$ cat src/rtl/ac_ram.sv
// Generic simple dual-port RAM: one write port, one read port with a
// registered read. No dependencies.
`default_nettype none
module ac_ram #(
    parameter int WIDTH = 8,
    parameter int DEPTH = 256
) (
    input  wire logic                     aclk,
    input  wire logic                     we,
    input  wire logic [$clog2(DEPTH)-1:0] waddr,
    input  wire logic [WIDTH-1:0]         wdata,
    input  wire logic [$clog2(DEPTH)-1:0] raddr,
    output logic      [WIDTH-1:0]         rdata
);

    logic [WIDTH-1:0] mem [DEPTH];

    always_ff @(posedge aclk) begin
        if (we) begin
            mem[waddr] <= wdata;
        end
        rdata <= mem[raddr];
    end

endmodule
`default_nettype wire

$ cat config.mk
export PLATFORM = sky130hd
export DESIGN_NAME = ac_ram
export DESIGN_NICKNAME = d
export VERILOG_FILES = /design/src/rtl/ac_ram.sv
export SDC_FILE = /design/constraint.sdc
export NUM_CORES = 2
export LEC_CHECK = 0
export BUFFER_PORTS_ARGS = -buffer_cell sky130_fd_sc_hd__buf_2
export CAP_MARGIN = 15
export CORE_MARGIN = 4
export CORE_UTILIZATION = 65
export CTS_CLUSTER_SIZE = 8
export DETAILED_ROUTE_END_ITERATION = 7
export PLACE_DENSITY = 0.81
export SYNTH_ARGS = -nofsm -noshare
export SYNTH_HDL_FRONTEND = slang
export SYNTH_SLANG_ARGS = --single-unit
$ cat constraint.sdc
create_clock -name aclk -period 4.2 [get_ports aclk]
set_input_delay 0.21 -clock aclk [delete_from_list [all_inputs] [get_ports aclk]]
set_output_delay 0.21 -clock aclk [all_outputs]
set_load 0.01 [all_outputs]
==> flow_metrics.py <==
metrics = {
    "global_route": {
        "grt.met3_usage": 0.112,
        "grt_pass1_wl_um": 317000,
        "grt-busiest-layer": "met2",
        "grt_antenna_before_repair": 16,
        "grt-ovfl-total": 0,
        "grt_pass1_vias": 43609,
        "grtUsageTotal": 0.349,
        "grtUsageMet1": 0.469,
        "met2_usage": 0.527,
        "grt_max_degree": 151,
    },
    "critical_path": {
        "critPathKind": "in2reg",
        "cpPeakStageDelay_ns": 1.03,
        "cp.required_ns": 4.88,
        "critPathLaunchType": "input pin",
        "arrival_ns": 3.71,
        "crit_buf_inv": 2,
        "slowest_stage": "nor4_1",
        "cp_max_fo": 19,
        "crit_family": "simple AND/OR/NAND/NOR gates",
        "crit_top_cell": "nor4_1",
        "path_cells": "buf_2, buf_4, nor2b_1, a221oi_1, o211ai_1, nand3_1, nor4_1, nor4_1",
        "cp-end-kind": "flop",
    },
    "routing": {
        "dr.first_iter.drc_count": 8500,
        "first_pass_iters": 8,
        "wl_um": 219000,
        "wl_per_cell_um": 38.5,
        "antenna_left": 0,
        "via_count": 43029,
        "routed_via_density": 7.58,
        "drc": 0,
    },
    "min_path": {
        "hold_class": "in2reg",
    },
    "synthesis": {
        "synth_top_area_cell": "edfxtp_1",
        "synth.cell_area_um2": 79600,
        "syn-num-nets": 3759,
        "async_flop_share": 0,
        "yosys.area.top_type_share": 0.773,
        "yosysSeqAreaShare": 0.775,
        "synth_top_family_by_area": "multiplexers",
        "synth_simple_gate_area_share": 0.0263,
        "synth_compound_area_frac": 0.0342,
        "synth-main-ff-cell": "edfxtp_1",
        "synth_mux_area_frac": 0.146,
        "postSynthCellCount": 3733,
        "syn_area_per_cell_um2": 21.3,
        "synth-xor-area-share": 0,
        "synth_cell_type_count": 55,
        "synth-seq-cells": 2056,
        "yosysWarnings": 0,
        "synth_enable_flop_cells": 2048,
        "synthAdderAreaFrac": 0,
        "synth_area_leaders": "edfxtp_1, mux4_2, mux2i_1",
    },
    "power": {
        "ir_drop_mv": 0.508,
        "cellLeakagePower_uw": 0.0282,
        "seq_power_share": 0.491,
        "internal_power_uw": 36500,
        "p_clk_frac": 0.463,
        "p_sw_uw": 9770,
        "switching_share": 0.211,
        "powerDensity_nw_per_um2": 515,
        "total_power_uw": 46300,
        "comb_power_share": 0.046,
    },
    "layout": {
        "layout.cells.non_filler": 5678,
        "layout_commonest_cell": "edfxtp_1",
        "regArea_um2": 61700,
        "mostFrequentLayoutCells": "edfxtp_1, mux4_2, clkbuf_16, nor2_1, mux2i_1",
        "layout-drive-gt1-share": 0.241,
        "fin_nets": 4017,
        "multi_input_area_um2": 16500,
        "fill_cells": 6045,
        "syn_to_final_growth_pct": 13.0,
    },
    "placed_design": {
        "globalplace.congestion": 0.937,
        "dp_hpwl_um": 117000,
        "placed_cells": 5305,
        "portBuffers": 33,
    },
    "floorplan": {
        "start_util": 0.654,
        "die_h_um": 358,
        "die_area_um2": 128000,
        "rows": 128,
        "core_area_um2": 122000,
        "ioPinCount": 34,
        "die_x_um": 358,
    },
    "clock_tree": {
        "clkTransAtPathRegs_ns": 0.05,
        "cts.sinks": 2056,
        "hold_buffers": 1,
        "cts_root_buf": "clkbuf_16",
        "cts_tree": "yes",
        "cts_max_path_buffers": 4,
        "cts_resized": 0,
        "post_cts_buffers": 0,
        "cts_buffers": 307,
        "clk_latency_ns": 0.92,
        "htreeDepth": 5,
    },
    "timing": {
        "finalSetupTns_ns": 0,
        "slew_headroom": 0.215,
        "finalClockSkew_ns": 0.0618,
        "slew_viol_final": 0,
        "min_period_ns": 3.03,
        "finalSetupViolations": 0,
        "timing.final.crit_share": 0.720,
        "max_freq_mhz": 330,
        "hold_ws_ns": -0.0260,
        "worstMarginPinSlew_ns": 1.17,
        "rsz0062_at_grt": "false",
        "hold_violations": 4,
    },
    "status": {
        "outcome": "complete, but fails checks",
        "violations": "negative hold slack",
    },
    "flow_run": {
        "maxCapViolCount": 0,
    },
}
-- synth_stat cells (all sizes together), types with 6 or more instances --
library cell  instances
a221oi               14
a22o                  8
a22oi               133
and2                  6
a211oi               16
edfxtp             2048
dfxtp                 8
o21ai                12
clkbuf              111
nand2b                8
nor3                 22
mux2i               134
nor4                 27
buf                 122
nand4                10
mux4                456
nand2                33
o22ai                28
nor2b                31
a21oi                96
o221ai               47
nand3                34
o211ai               10
nor2                282
-- kinds of logic (layout without fill, tap and decap cells) --
group	Yosys count	after routing
AOI/OAI and AO/OA	385	385
DFF	2056	2056
other	0	10
muxes	591	591
buffers and inverters	235	545
and+or+nand+nor	466	466
-- power groups by stage --
stage	registers, uW	logic, uW	clock network [uW]
detailed placement	23100	1990	0
finish	22700	2140	21400
global placement	23100	1940	0
global route	22700	2180	22400
floorplan	23100	1100	0
CTS	22700	2070	21400
-- worst paths after layout --
| path | from | endpoint | slack (ns) | depth (start not counted) |
|---|---|---|---|---|
| worst min register to register | mem[41][3] | rdata[3] | 1.14 | 6 |
| worst max register to register | mem[83][3] | rdata[3] | 1.18 | 6 |
| worst min-delay path | wdata[1] | mem[229][1] | -0.03 | 1 |
| worst max-delay path | raddr[3] | rdata[7] | 1.17 | 8 |
-- layout make-up --
cell class,instances,share of cell area
Clock buffer,353,0.0888
Inverter,2,0.0000835
Multi-Input combinational cell,1442,0.183
Sequential cell,2056,0.686
Timing Repair Buffer,182,0.0181
Clock inverter,8,0.000877
Tap cell,1625,0.0226
Antenna cell,10,0.000278
-- metrics by stage --
stage | hold WS [ns] | util | instance area [um2] | setup slack (ns)
after floorplan | 0.309 | - | 79600 | 2.05
after global routing | 0.0264 | 0.738 | 89900 | 1.32
after CTS | 0.00192 | 0.738 | 89900 | 1.03
final | -0.0260 | 0.739 | 89900 | 1.17
after detailed placement | 0.722 | 0.672 | 81800 | 0.574
after global placement | 0.726 | 0.672 | 81800 | 0.286
-- flip-flops by register name, indices dropped and copies added, names as in the netlist --
| signal | flops |
|---|---|
| rdata | 8 |
| mem | 2048 |
-- routing by layer --
metal / wire length, um / vias to the layer above
li1: - / 16108
met1: 69300 / 21527
met2: 103000 / 4435
met3: 32800 / 947
met4: 13900 / 12
met5: 86 / -
Power figures use the tool's default switching activity.
